--- src/hdl/sswm_pkg.sv ---
// Shared types and constants of the slip-steering wheel mixer.
package sswm_pkg;

    localparam int ATAN_ENTRIES = 24;

    // Gain-compensated CORDIC start value, Q2.30
    localparam logic signed [31:0] CORDIC_X0 = 32'sh26DD3B6A;

    // atan(2^-i), 2^32 units per turn
    localparam logic signed [31:0] ATAN_TBL [ATAN_ENTRIES] = '{
        32'sd536870912, 32'sd316933406, 32'sd167458907, 32'sd85004756,
        32'sd42667331,  32'sd21354465,  32'sd10679838,  32'sd5340245,
        32'sd2670163,   32'sd1335087,   32'sd667544,    32'sd333772,
        32'sd166886,    32'sd83443,     32'sd41722,     32'sd20861,
        32'sd10430,     32'sd5215,      32'sd2608,      32'sd1304,
        32'sd652,       32'sd326,       32'sd163,       32'sd81
    };

    // Phase scaling divides by 1080 = 8 * 135; the 135 part goes by reciprocal
    localparam int DIVISOR = 135;
    localparam int RECIP_W = 25;
    localparam logic [RECIP_W-1:0] DIV_RECIP = 25'd31814572; // floor(2^32 / 135)

    // Lane order inside a cell
    localparam int LANE_LEFT  = 0;
    localparam int LANE_RIGHT = 1;

    // One wheel's rotator state
    typedef struct packed {
        logic signed [31:0] x;
        logic signed [31:0] y;
        logic signed [31:0] z;
    } t_lane;

    // Item data that rides along the cell chain
    typedef struct packed {
        logic signed [15:0] speed;
        logic               bad;
        logic [1:0]         flip;
    } t_side;

endpackage

--- src/hdl/sswm_back.sv ---
// Cosine rounding, speed multiply, saturation and output register.
module sswm_back (
    input  logic                     i_clk,
    input  logic                     i_rst_n,
    input  logic                     i_valid,
    output logic                     o_stall,
    input  sswm_pkg::t_side          i_side,
    input  sswm_pkg::t_lane [1:0]    i_lane,
    output logic                     o_valid,
    input  logic                     i_stall,
    output logic signed [15:0]       o_left_speed,
    output logic signed [15:0]       o_right_speed,
    output logic                     o_angle_out_of_range
);

    localparam logic signed [16:0] C_MAX = 17'sd16384;
    localparam logic signed [16:0] C_MIN = -17'sd16384;
    localparam logic signed [17:0] S_MAX = 18'sd32767;
    localparam logic signed [17:0] S_MIN = -18'sd32768;

    logic [2:0] r_vld;
    logic [2:0] w_en;

    always_comb begin
        w_en[2] = !r_vld[2] || !i_stall;
        w_en[1] = !r_vld[1] || w_en[2];
        w_en[0] = !r_vld[0] || w_en[1];
    end

    assign o_stall = !w_en[0];
    assign o_valid = r_vld[2];

    always_ff @(posedge i_clk) begin
        if (!i_rst_n) begin
            r_vld <= '0;
        end else begin
            if (w_en[0]) r_vld[0] <= i_valid;
            if (w_en[1]) r_vld[1] <= r_vld[0];
            if (w_en[2]) r_vld[2] <= r_vld[1];
        end
    end

    // ---- stage 1: Q2.30 -> Q2.14 profile ----
    logic signed [32:0] w_xr   [2];
    logic signed [16:0] w_c    [2];
    logic signed [15:0] w_cl   [2];
    logic signed [15:0] n1_prof [2];

    always_comb begin
        for (int k = 0; k < 2; k++) begin
            w_xr[k] = 33'(i_lane[k].x) + 33'sd32768;
            w_c[k]  = w_xr[k][32:16];
            priority if (w_c[k] > C_MAX) begin
                w_cl[k] = 16'(C_MAX);
            end else if (w_c[k] < C_MIN) begin
                w_cl[k] = 16'(C_MIN);
            end else begin
                w_cl[k] = 16'(w_c[k]);
            end
            if (i_side.bad) begin
                n1_prof[k] = '0;
            end else begin
                n1_prof[k] = i_side.flip[k] ? -w_cl[k] : w_cl[k];
            end
        end
    end

    logic signed [15:0] r1_prof [2];
    logic signed [15:0] r1_speed;
    logic               r1_bad;

    always_ff @(posedge i_clk) begin
        if (w_en[0]) begin
            r1_prof  <= n1_prof;
            r1_speed <= i_side.speed;
            r1_bad   <= i_side.bad;
        end
    end

    // ---- stage 2: speed * profile, Q18.14 ----
    logic signed [31:0] r2_prod [2];
    logic               r2_bad;

    always_ff @(posedge i_clk) begin
        if (w_en[1]) begin
            for (int k = 0; k < 2; k++) begin
                r2_prod[k] <= 32'(r1_speed) * 32'(r1_prof[k]);
            end
            r2_bad <= r1_bad;
        end
    end

    // ---- stage 3: round to Q16.0, saturate ----
    logic signed [31:0] w_sum [2];
    logic signed [17:0] w_rnd [2];
    logic signed [15:0] n3_spd [2];

    always_comb begin
        for (int k = 0; k < 2; k++) begin
            w_sum[k] = r2_prod[k] + 32'sd8192;
            w_rnd[k] = w_sum[k][31:14];
            priority if (w_rnd[k] > S_MAX) begin
                n3_spd[k] = 16'(S_MAX);
            end else if (w_rnd[k] < S_MIN) begin
                n3_spd[k] = 16'(S_MIN);
            end else begin
                n3_spd[k] = 16'(w_rnd[k]);
            end
        end
    end

    logic signed [15:0] r3_left;
    logic signed [15:0] r3_right;
    logic               r3_bad;

    always_ff @(posedge i_clk) begin
        if (w_en[2]) begin
            r3_left  <= n3_spd[sswm_pkg::LANE_LEFT];
            r3_right <= n3_spd[sswm_pkg::LANE_RIGHT];
            r3_bad   <= r2_bad;
        end
    end

    assign o_left_speed         = r3_left;
    assign o_right_speed        = r3_right;
    assign o_angle_out_of_range = r3_bad;

endmodule

--- config.mk ---
export PLATFORM = sky130hd
export DESIGN_NAME = sswm_back
export DESIGN_NICKNAME = d
export VERILOG_FILES = /design/src/hdl/sswm_pkg.sv /design/src/hdl/sswm_back.sv
export SDC_FILE = /design/constraint.sdc
export NUM_CORES = 2
export LEC_CHECK = 0
export BUFFER_PORTS_ARGS = -buffer_cell sky130_fd_sc_hd__buf_2
export CAP_MARGIN = 20
export CORE_ASPECT_RATIO = 0.6
export CORE_UTILIZATION = 40
export CTS_CLUSTER_SIZE = 24
export DETAILED_ROUTE_END_ITERATION = 6
export PLACE_DENSITY = 0.63
export SYNTH_ARGS = -nofsm -noshare
export SYNTH_HDL_FRONTEND = slang
export SYNTH_SLANG_ARGS = --single-unit
--- constraint.sdc ---
create_clock -name i_clk -period 7 [get_ports i_clk]
set_input_delay 1.4 -clock i_clk [delete_from_list [all_inputs] [get_ports i_clk]]
set_output_delay 1.4 -clock i_clk [all_outputs]
set_load 0.02 [all_outputs]
==> results.cfg <==
[outcome]
status = finished, final reports clean

[clock_tree]
clockBufferDepth = 2
clkTransAtPathRegs_ns = 0.07
tritoncts = built
cts_buffers = 17
clock_latency_ns = 0.46
htreeDepth = 4
cts.root.buffer_cell = clkbuf_16
cts_sinks = 124

[floorplanning]
die_y_um = 199
start_util_pct = 40.8
die_w_um = 330
die-area_um2 = 65500
io_pins = 250
coreArea_um2 = 63200
rows = 71

[global_route]
grt-ovfl-total = 0
antenna_found_initial = 1
grt_first_pass_wirelength_um = 104000
track_usage_pct = 20.0
grt_max_degree = 50
grt_pass1_vias = 19607

[final_layout]
num_antenna_cells = 0
n_fill_cell = 5950
fin_nets = 3725
area_delta_synth_final_pct = 9.91
drive_above_1_share_pct = 9.09
stdcell_area_um2 = 28300

[run]
max_cap_viol_count = 0

[logic_synthesis]
postSynth.asyncResetShare_pct = 0
ys.flop_type = edfxtp_1
yosysSeqAreaShare_pct = 14.3
syn-num-nets = 3627
syn_inst = 2726
yosys.cell_count.top_type = inv_1
synthTopCellsByCount = inv_1 (610), fa_1 (522), nand2_1 (315)
synth_area_leaders = fa_1 (41%), edfxtp_1 (14%), inv_1 (8.9%)
yosysTopAreaCell = fa_1
synth_edf_count = 121
synth_seq_cells = 124
synth_area_um2 = 25800
yosysWarnings = 0
yosys.area.top_type_share_pct = 40.6
syn_avg_cell_area_um2 = 9.45
ys_types = 81

[timing]
fin_crit_sh_pct = 95.6
hold_violations = 0
min_period_ns = 6.69
worstMarginPinSlew_ns = 0.930
finClkSkew_ns = 0.0212
setup_viol = 0
slew_headroom_pct = 37.7
finalMaxSlewViolations = 0
max_freq_mhz = 149

[pwr]
p_leak_nw = 13.6
powerDensity_nw_per_um2 = 291
ir_drop_mv = 0.229
p_total_w = 0.00825

[placed_design]
place_congestion = 0.869
port_buffers = 91
dpl.hpwl_um = 51900
placed_cell_area_um2 = 27500

[worst_setup_path]
path_class = flip-flop to flip-flop
end_kind = flip-flop
path_max_fanout = 10
cp.arrival_ns = 6.88
start_kind = flip-flop
worstPathRequired_ns = 7.19

[routing]
drtIter0Drc = 1448
first_pass_iters = 7
vias = 18385
final_antenna_net_count = 0
drc = 0
drt-total-wl_um = 61600
post_drt_wl_per_cell_um = 16.8
viasPerCell = 5.00

[hold_path]
hold_class = flip-flop to flip-flop
timing repair:
| item | in CTS | in global routing |
|---|---|---|
| gates resized for setup | 0 | 19 |
| setup endpoints to repair | 2 | 9 |
| hold buffers | 0 | 0 |
| setup buffers | 2 | 11 |
| pin swaps | 0 | 4 |
flip-flops by register name (all words and copies together), names as in the netlist:
name,cells
o_left_speed,16
r1_prof,32
r2_bad,1
o_right_speed,16
r2_prod,38
r1_bad,1
o_angle_out_of_range,1
r_vld,3
r1_speed,16
stage by stage:
| step | TNS (ns) | std cells | utilization, % | hold slack (ns) | setup slack, ns |
|---|---|---|---|---|---|
| 6_report | 0 | 3676 | 44.8 | 0.422 | 0.308 |
| 5_1_grt | -0.0105 | 3676 | 44.8 | 0.440 | -0.0105 |
| 4_1_cts | 0 | 3665 | 44.6 | 0.424 | 0.0530 |
| 3_5_place_dp | -0.0334 | 3631 | 43.6 | 0.407 | -0.0334 |
| 3_3_place_gp | 0 | 3631 | 43.6 | 0.411 | 0.0702 |
| 2_1_floorplan | 0 | 2726 | - | 0.400 | 0.539 |
where the power goes:
| part | total [W] | internal (W) | leakage (nW) | switching, W |
|---|---|---|---|---|
| Sequential | 0.00151 | 0.00132 | 1.34 | 0.000184 |
| Combinational | 0.00579 | 0.00248 | 12.0 | 0.00331 |
| Clock | 0.000951 | 0.000509 | 0.287 | 0.000442 |
| Total | 0.00825 | 0.00431 | 13.6 | 0.00394 |
metal layers:
metal | GRT usage (%) | routed length [um] | vias up
li1 | - | - | 8480
met1 | 29.4 | 29400 | 9275
met2 | 31.4 | 27700 | 584
met3 | 3.53 | 3930 | 44
met4 | 3.21 | 558 | 2
met5 | 0 | 11 | -
cells in the final DEF (no fill, tap or decap), types with 4 or more instances in the layout:
| cell | count |
|---|---|
| or3_1 | 7 |
| nor3b_1 | 4 |
| edfxtp_1 | 121 |
| o21ai_1 | 7 |
| o21a_1 | 13 |
| nor2b_1 | 8 |
| ha_1 | 163 |
| a31oi_1 | 6 |
| nor3_1 | 28 |
| nor2_1 | 101 |
| buf_4 | 90 |
| o31ai_1 | 5 |
| nand2_1 | 314 |
| and4_1 | 4 |
| buf_2 | 91 |
| fa_1 | 521 |
| nand3b_1 | 5 |
| inv_1 | 610 |
| inv_6 | 6 |
| xor2_1 | 40 |
| nand2b_1 | 23 |
| and3_1 | 22 |
| a21oi_1 | 40 |
| o211ai_1 | 5 |
| nand4_1 | 19 |
| a211oi_1 | 5 |
| xnor2_1 | 85 |
| o21ai_0 | 69 |
| o21bai_1 | 4 |
| buf_12 | 6 |
| a21o_1 | 15 |
| nand3_1 | 41 |
| and2_1 | 248 |
| clkbuf_16 | 17 |
| a21oi_2 | 4 |
cell type report:
cell class / instances / area (um2) / area share [%]
clock buffer: 17 / 425 / 1.50
clock inverter: 15 / 173 / 0.610
inverter: 612 / 2300 / 8.11
multi-input combinational: 1881 / 19400 / 68.6
sequential: 124 / 3690 / 13.0
tap: 839 / 1050 / 3.71
timing repair buffer: 188 / 1260 / 4.46
final timing paths:
path,slack [ns],startpoint,depth (start not counted),endpoint
worst max-delay path,0.31,r1_speed[8]$_DFFE_PN_,23,r2_prod[0][63]$_DFFE_PP_
worst min-delay path,0.42,r2_bad$_DFFE_PP_,0,o_angle_out_of_range$_DFFE_PP_
worst min register to register,0.42,r2_bad$_DFFE_PP_,0,o_angle_out_of_range$_DFFE_PP_
worst max register to register,0.31,r1_speed[8]$_DFFE_PN_,23,r2_prod[0][63]$_DFFE_PP_
critical path, cell delays in order, from the launching register on:
cell,delay (ns)
edfxtp_1,0.54
buf_6,0.22
and2_1,0.17
fa_1,0.53
inv_1,0.05
fa_1,0.45
fa_1,0.56
inv_1,0.07
fa_1,0.50
fa_1,0.49
inv_1,0.05
fa_1,0.47
inv_1,0.04
ha_2,0.37
nand4_1,0.09
o211ai_1,0.24
a211o_1,0.23
and3_1,0.22
nor3_1,0.06
o41a_1,0.40
o2111ai_2,0.25
a21o_1,0.18
a21oi_1,0.08
xnor2_1,0.13
cells by family (layout without fill, tap and decap cells):
group                      after synthesis  count (layout)  synth area share [%]
AOI/OAI and AO/OA                      215             215                  5.34
xor gates and xnor gates               125             125                  4.25
adders and majority gates              686             686                  48.5
buffers and inverters                  721             832                  10.6
DFF                                    124             124                  14.3
muxes                                    4               4                 0.160
and+or+nand+nor                        851             851                  16.8
Power figures use the tool's default switching activity.
