File: src/hdl/sswm_pkg.sv
// Shared types and constants of the slip-steering wheel mixer.
package sswm_pkg;

    localparam int ATAN_ENTRIES = 24;

    // Gain-compensated CORDIC start value, Q2.30
    localparam logic signed [31:0] CORDIC_X0 = 32'sh26DD3B6A;

    // atan(2^-i), 2^32 units per turn
    localparam logic signed [31:0] ATAN_TBL [ATAN_ENTRIES] = '{
        32'sd536870912, 32'sd316933406, 32'sd167458907, 32'sd85004756,
        32'sd42667331,  32'sd21354465,  32'sd10679838,  32'sd5340245,
        32'sd2670163,   32'sd1335087,   32'sd667544,    32'sd333772,
        32'sd166886,    32'sd83443,     32'sd41722,     32'sd20861,
        32'sd10430,     32'sd5215,      32'sd2608,      32'sd1304,
        32'sd652,       32'sd326,       32'sd163,       32'sd81
    };

    // Phase scaling divides by 1080 = 8 * 135; the 135 part goes by reciprocal
    localparam int DIVISOR = 135;
    localparam int RECIP_W = 25;
    localparam logic [RECIP_W-1:0] DIV_RECIP = 25'd31814572; // floor(2^32 / 135)

    // Lane order inside a cell
    localparam int LANE_LEFT  = 0;
    localparam int LANE_RIGHT = 1;

    // One wheel's rotator state
    typedef struct packed {
        logic signed [31:0] x;
        logic signed [31:0] y;
        logic signed [31:0] z;
    } t_lane;

    // Item data that rides along the cell chain
    typedef struct packed {
        logic signed [15:0] speed;
        logic               bad;
        logic [1:0]         flip;
    } t_side;

endpackage

File: src/hdl/sswm_cell.sv
// One CORDIC rotation cell, both wheels side by side.
module sswm_cell #(
    parameter int STAGE = 0
) (
    input  logic                     i_clk,
    input  logic                     i_rst_n,
    input  logic                     i_valid,
    output logic                     o_stall,
    input  sswm_pkg::t_side          i_side,
    input  sswm_pkg::t_lane [1:0]    i_lane,
    output logic                     o_valid,
    input  logic                     i_stall,
    output sswm_pkg::t_side          o_side,
    output sswm_pkg::t_lane [1:0]    o_lane
);

    localparam logic signed [31:0] ANG = sswm_pkg::ATAN_TBL[STAGE];

    logic                  r_vld;
    logic                  w_en;
    sswm_pkg::t_side       r_side;
    sswm_pkg::t_lane [1:0] r_lane;
    sswm_pkg::t_lane [1:0] n_lane;
    logic signed [31:0]    w_dx [2];
    logic signed [31:0]    w_dy [2];

    assign w_en    = !r_vld || !i_stall;
    assign o_stall = !w_en;

    always_comb begin
        for (int k = 0; k < 2; k++) begin
            w_dx[k] = $signed(i_lane[k].y) >>> STAGE;
            w_dy[k] = $signed(i_lane[k].x) >>> STAGE;
            if (!i_lane[k].z[31]) begin
                n_lane[k].x = i_lane[k].x - w_dx[k];
                n_lane[k].y = i_lane[k].y + w_dy[k];
                n_lane[k].z = i_lane[k].z - ANG;
            end else begin
                n_lane[k].x = i_lane[k].x + w_dx[k];
                n_lane[k].y = i_lane[k].y - w_dy[k];
                n_lane[k].z = i_lane[k].z + ANG;
            end
        end
    end

    always_ff @(posedge i_clk) begin
        if (!i_rst_n) begin
            r_vld <= 1'b0;
        end else if (w_en) begin
            r_vld <= i_valid;
        end
    end

    always_ff @(posedge i_clk) begin
        if (w_en) begin
            r_side <= i_side;
            r_lane <= n_lane;
        end
    end

    assign o_valid = r_vld;
    assign o_side  = r_side;
    assign o_lane  = r_lane;

endmodule

File: config.mk
export PLATFORM = sky130hd
export DESIGN_NAME = sswm_cell
export DESIGN_NICKNAME = d
export VERILOG_FILES = /design/src/hdl/sswm_pkg.sv /design/src/hdl/sswm_cell.sv
export SDC_FILE = /design/constraint.sdc
export NUM_CORES = 1
export LEC_CHECK = 0
export BUFFER_PORTS_ARGS = -buffer_cell sky130_fd_sc_hd__buf_2
export CORE_MARGIN = 3
export CORE_UTILIZATION = 27
export DETAILED_ROUTE_END_ITERATION = 8
export GPL_ROUTABILITY_DRIVEN = 0
export SYNTH_ARGS = -nofsm -noshare
export SYNTH_HDL_FRONTEND = slang
export SYNTH_SLANG_ARGS = --single-unit
File: constraint.sdc
create_clock -name i_clk -period 5.6 [get_ports i_clk]
set_clock_uncertainty 0.1 [all_clocks]
set_input_delay 0 -clock i_clk [delete_from_list [all_inputs] [get_ports i_clk]]
set_output_delay 0 -clock i_clk [all_outputs]
set_load 0.02 [all_outputs]
==> metrics.md, run 1 <==
| Metric | Value |
|---|---|
| Run status | `complete, no violations` |
| Bufs and invs on worst path | `4` |
| Mapped Nets | `2331` |
| Highest clock rate | `249.4 MHz` |
| Final setup viols | `0` |
| Post-Syn Instances | `1920` |
| Total core area | `63200 sq um` |
| CP endpoint kind | `flip-flop` |
| Area after DPL | `20190 sq um` |
| Largest family of logic cells by synthesized area | `compound AO/OA/AOI/OAI gates` |
| Post-synthesis adder-cell area fraction | `0.1452` |
| Number of CTS-inserted buffers | `28` |
| First-pass GRT wire length | `93.82 mm` |
| Vias in the first global route | `15900` |
| Static leakage | `10.09 nW` |
| Io pins | `428` |
| Avg Cell Area, Syn | `9.013 sq um` |
| Distinct cells, synth | `80` |
| Synthesized area | `17300 sq um` |
| Full die area | `67160 sq um` |
| Place WS | `1.976 ns` |
| CP Launch Type | `primary input` |
| Initial core utilization | `0.2738` |
| Sequential-to-total area share from yosys stat | `0.3638` |
| Max Slew Vio Count | `0` |
| CP arrival | `4.23 ns` |
| Switching Fraction | `0.3603` |
| Worst Hold Class | `primary input to flip-flop` |
| Non-filler instance count after layout | `3324` |
| Gr usage total | `0.1766` |
| Post_cts resized | `0` |
| Initial DRC Count | `1470` |
| EDFF count, synth | `209` |
| Initial antenna violation count | `8` |
| Nets | `2865` |
| Worst Path Required | `5.82 ns` |
| Largest net degree at the start of global routing | `86` |
| CP top delay family | `compound AO/OA/AOI/OAI gates` |
| Crit path from | `i_lane[131]` |
| Synthesis-to-finish area growth | `31.42%` |
| Setup tns final | `0 ns` |
| Crit path top cell by count | `dlygate4sd3_1` |
| Gr ovfl total | `0` |
| Critical path type | `primary input to flip-flop` |
| Clk sink count | `210` |
| Power Density | `270.7 nW/um^2` |
| Syn. warnings | `0` |
| Yosys reg bits | `210` |
| CTS root buf | `clkbuf_16` |
| Placed Cells | `3110` |
| Cell-internal power | `3.938 mW` |
| Worst vdd ir | `0.2782 mV` |
| Post-Synth Simple-Gate Area | `0.1247` |
| Leading register cell type out of synthesis | `edfxtp_1` |
| Unrepaired setup endpoints after global routing | `no` |
| DP HPWL | `48.23 mm` |
| Hold Crit Start | `i_side[6]` |
| Final min period | `4.010 ns` |
| Worst R2R Start | `o_valid` |
| Die height | `259.2 um` |
| Compound-cell area share of the yosys netlist | `0.2262` |
| Final Instance Area | `22740 sq um` |
| Xor/xnor share of the synthesized area | `0.06175` |
| Seq pwr share | `0.347` |
| WHS Endpoint | `o_side[6]` |
| Worst-path clk slew | `0.06 ns` |
| Via count | `16580` |
| Fill cell count | `6484` |
| Post-Route WL | `62.80 mm` |
| Crit-path max FO | `14` |
| Layout cells sized above 1 | `0.2036` |
| TritonCTS clock tree | `done` |
| Row count | `92` |
| Psw | `2.218 mW` |
| DR WL/cell | `18.89 um` |
| Combinational power share | `0.354` |
| H-tree depth | `1` |
| Fin Hold WS | `0.05657 ns` |
| Critical path's largest stage delay | `0.58 ns` |
| Antenna-violating nets left | `0` |
| Die X | `259.2 um` |
| Post-layout worst setup margin | `1.590 ns` |
| Drt drc | `0` |
| Slowest CP cell | `dlygate4sd3_1` |
| Utilization after layout | `0.3599` |
| Worst-margin pin slew | `0.9960 ns` |
| Final hold violations | `0` |
| Max-Cap Viols | `0` |
| Vias per inst | `4.988` |
| Post-synth ARST share | `0` |
| Reg2Reg Capture Point | `o_valid` |
| Worst reg2reg path depth | `5` |
| DRT Pass-1 Iters | `6` |
| Final critical-path share of the clock period | `0.7161` |
| Clock power share | `0.298` |
| Multiplexer area fraction after synthesis | `0.01215` |
| Worst path cell trace | `dlygate4sd3_1 > buf_2 > inv_1 > ha_1 > nand3_1 > a21oi_1 > nor4_1 > o21ai_0 > a31oi_1 > o221ai_1 > and3b_1 > o32ai_1 > xnor2_1 > dlygate4sd3_1` |
| Worst-case headroom to the max-slew limit | `0.3360` |
| Reg2reg setup slack | `2.77 ns` |
| WHS Path Cells | `2` |
| IO buf count | `427` |
| Total power draw | `6.156 mW` |
| CTS Buffer Depth | `3` |
| Clk Latency, worst-skew pair | `0.57 ns` |
## synth_stat cells (38+ instances only)
cell type,n,area [sq um]
a21oi_1,221,1106
edfxtp_1,209,6276
inv_1,199,747.0
ha_1,188,2352
nor2_1,160,600.6
o21ai_0,126,630.6
xnor2_1,102,893.4
nand2_1,93,349.1
clkbuf_1,63,236.5
o21bai_1,43,322.8
nor3_1,41,205.2
a21o_1,38,285.3
## cells by family (layout without fill, tap and decap cells)
group	after synthesis	count (layout)
AOI/OAI and AO/OA	622	622
and+or+nand+nor	453	453
buffers and inverters	296	851
DFF	210	210
adders and majority gates	196	196
xor gates and xnor gates	122	122
muxes	21	21
other	0	3
## per-layer routing
layer  GRT usage  share of wire
met5           0        0.00065
met3     0.03229          0.075
met4     0.04812          0.027
met2      0.2934           0.47
met1      0.2355           0.43
## sequential cells by signal (all words and copies together), names as in the netlist
| name | flops |
|---|---|
| o_lane | 190 |
| o_side | 19 |
| o_valid | 1 |
## how the worst max path moves through the flow
stage / to / slack, ns / depth (start not counted)
after floorplan: o_valid / 1.50 / 3
after global placement: o_lane[94] / 1.96 / 12
after detailed placement: o_lane[94] / 1.98 / 12
after CTS: o_lane[191] / 1.76 / 14
after global routing: o_lane[191] / 1.44 / 14
final: o_lane[191] / 1.59 / 14
## cell usage in the layout (no fill, tap or decap), types with 9 or more instances in the layout
cell           count
buf_2            427
nand2b_1          22
inv_1            199
a211oi_1          21
xnor2_1          102
or2_2             11
o31ai_1           14
edfxtp_1         209
a211o_1            9
dlygate4sd3_1    160
a31oi_1           26
nor2b_1           22
o21ai_0          126
o21bai_1          43
ha_1             188
nor3_1            41
nand2_1           92
clkbuf_16         28
o211ai_1          12
a21o_1            38
xor2_1            20
nor2_1           160
nand3_1           32
a21boi_0           9
a21oi_1          221
o21a_1            13
mux2i_1           21
nand4_1           20
nor4_1            11
clkinv_1          10
## cell type report
cell class	count	area, sq um	share of cell area
multi-input cells	1414	9879	0.4344
well taps	846	1059	0.04655
clock inverters	20	227.7	0.01001
diodes	3	7.507	0.0003301
inverters	207	777.0	0.03417
flip-flops and latches	210	6296	0.2768
repair buffers	593	3784	0.1664
clock buffers	31	711.9	0.03131
## power by group through the flow
stage	clock [mW]	combinational (mW)	sequential, mW
floorplan	0	0.986	2.50
global placement	0	2.06	2.17
detailed placement	0	2.06	2.17
CTS	1.92	2.16	2.14
global route	1.97	2.35	2.16
finish	1.84	2.18	2.14
## what timing repair did
item	4_1_cts	5_1_grt
hold buffers	160	0
setup buffers	0	0
endpoints found under the hold margin	105	0
No activity file was read; power rests on OpenSTA's default activity.
==> inputs of run 2 (changes only) <==
- clock period: 5.6 -> 3.7 ns (I/O delays scaled with it)
==> run 2 against run 1 <==
- utilization rose by 0.85 points
- via count is 2.1% higher
- final area is 2.4% higher
- sequential power up 50%
- setup slack got worse by 1.5 ns
- worst hold slack lost 0.015 ns
- clock-buffer cell count increased by 1
- critical path depth is 1 higher
- first-iteration DRC count increased by 4.0%
- cell count grew 1.6%
- register-to-register slack worse by 1.0 ns
- critical path type unchanged
- critical endpoint unchanged
==> metrics.md, run 2 (synthesis results as in run 1) <==
| Metric | Value |
|---|---|
| Worst-case headroom to the max-slew limit | `0.4846` |
| Critical path's largest stage delay | `0.58 ns` |
| Largest net degree at the start of global routing | `82` |
| Io pins | `428` |
| Final setup viols | `0` |
| Unrepaired setup endpoints after global routing | `no` |
| Reg2Reg Capture Point | `o_valid` |
| Worst reg2reg path depth | `4` |
| CP endpoint kind | `flip-flop` |
| Power Density | `410.8 nW/um^2` |
| Number of CTS-inserted buffers | `28` |
| Max-Cap Viols | `0` |
| Vias in the first global route | `16140` |
| Vias per inst | `5.009` |
| CTS root buf | `clkbuf_16` |
| Reg2reg setup slack | `1.74 ns` |
| Worst-path clk slew | `0.07 ns` |
| Worst vdd ir | `0.4312 mV` |
| DRT Pass-1 Iters | `7` |
| Max Slew Vio Count | `0` |
| WHS Endpoint | `o_lane[132]` |
| Initial core utilization | `0.2738` |
| IO buf count | `427` |
| Gr ovfl total | `0` |
| Layout cells sized above 1 | `0.2173` |
| Gr usage total | `0.1781` |
| CP Launch Type | `primary input` |
| TritonCTS clock tree | `done` |
| Die height | `259.2 um` |
| Initial antenna violation count | `9` |
| Post-Route WL | `63.27 mm` |
| DP HPWL | `48.73 mm` |
| Full die area | `67160 sq um` |
| Worst path cell trace | `buf_2 > inv_1 > ha_1 > dlygate4sd3_1 > buf_4 > nand4_1 > nand2_1 > o22ai_1 > o21ai_0 > a31oi_1 > o221ai_1 > and3b_1 > o32ai_1 > xnor2_1 > dlygate4sd3_1` |
| Final hold violations | `0` |
| Initial DRC Count | `1529` |
| Critical path type | `primary input to flip-flop` |
| Worst-margin pin slew | `0.7731 ns` |
| Worst Hold Class | `primary input to flip-flop` |
| Static leakage | `10.37 nW` |
| Clk Latency, worst-skew pair | `0.58 ns` |
| Final min period | `3.578 ns` |
| Antenna-violating nets left | `0` |
| Fill cell count | `6392` |
| CTS Buffer Depth | `3` |
| DR WL/cell | `18.73 um` |
| Area of the multi-input gates | `9896 sq um` |
| Die X | `259.2 um` |
| Commonest non-fill, non-tap cell in the layout | `buf_2` |
| Commonest cells after routing, fill and taps aside | `buf_2, a21oi_1, edfxtp_1` |
| Nets | `2915` |
| Setup tns final | `0 ns` |
| CP arrival | `3.81 ns` |
| Crit-path max FO | `10` |
| Max reg flops | `190` |
| FF/Latch Area | `6296 sq um` |
| WHS Path Cells | `5` |
| Total power draw | `9.562 mW` |
| Drt drc | `0` |
| Via count | `16920` |
| H-tree depth | `1` |
| First-pass GRT wire length | `94.87 mm` |
| Slowest CP cell | `dlygate4sd3_1` |
| Clk sink count | `210` |
| Worst R2R Start | `o_valid` |
| Highest clock rate | `279.5 MHz` |
| Crit path top cell by count | `dlygate4sd3_1` |
| Synthesis-to-finish area growth | `34.52%` |
| Final critical-path share of the clock period | `0.9670` |
| Row count | `92` |
| Run status | `complete, no violations` |
| Total core area | `63200 sq um` |
| Hold Crit Start | `i_lane[131]` |
| Worst Path Required | `3.93 ns` |
## run 2: final cells by class
class / instances / area share
repair buffers: 643 / 0.1815
multi-input cells: 1414 / 0.4251
clock inverters: 20 / 0.01140
diodes: 6 / 0.0006450
well taps: 846 / 0.04547
flip-flops and latches: 210 / 0.2705
clock buffers: 32 / 0.03204
inverters: 207 / 0.03338
## run 2: report_power, final
group / internal, mW / leakage, nW / total (mW) / switching, mW
Clock: 1.75 / 0.482 / 2.95 / 1.20
Combinational: 1.24 / 7.71 / 3.39 / 2.15
Sequential: 3.11 / 2.17 / 3.22 / 0.110
Total: 6.10 / 10.4 / 9.56 / 3.46
## run 2: timing repair
item / in CTS / in global routing
hold buffers: 176 / 0
buffers inserted: 0 / 0
resized for setup: 0 / 3
hold endpoints to repair: 116 / 0
setup endpoints to repair: 0 / 2
## run 2: worst max path at each step
stage                      from           to  slack [ns]  cells past startpoint
floorplan               o_valid      o_valid        0.91                      3
global placement     i_lane[64]   o_lane[94]        0.30                     14
detailed placement  i_lane[132]  o_lane[191]        0.27                     12
CTS                 i_lane[160]  o_lane[191]        0.11                     14
global route        i_lane[133]  o_lane[191]        0.06                     15
finish              i_lane[133]  o_lane[191]        0.12                     15
## run 2: layer usage
metal	vias to the layer above	global-route usage	wire (um)
met2	769	0.2915	29590
li1	8048	-	-
met3	90	0.03463	5416
met5	-	0	23
met1	8010	0.2396	26640
met4	4	0.04889	1603
## run 2: critical path, delay by kind of cell
kind | cells | cell delay (ns)
compound gates | 5 | 1.40
fa+ha+maj | 1 | 0.30
simple gates | 3 | 0.50
buf+inv | 5 | 1.50
xor+xnor | 1 | 0.10
## run 2: per-stage QoR
step | setup slack [ns] | util | hold slack, ns | cell area (sq um) | cells
floorplan | 0.9127 | - | -0.001131 | 17310 | 1920
global placement | 0.2982 | 0.3240 | 0.07591 | 20470 | 3144
detailed placement | 0.2746 | 0.3240 | 0.07810 | 20470 | 3144
CTS | 0.1129 | 0.3678 | 0.0007993 | 23250 | 3372
global route | 0.06476 | 0.3682 | 0.001219 | 23270 | 3375
finish | 0.1220 | 0.3683 | 0.04196 | 23280 | 3378
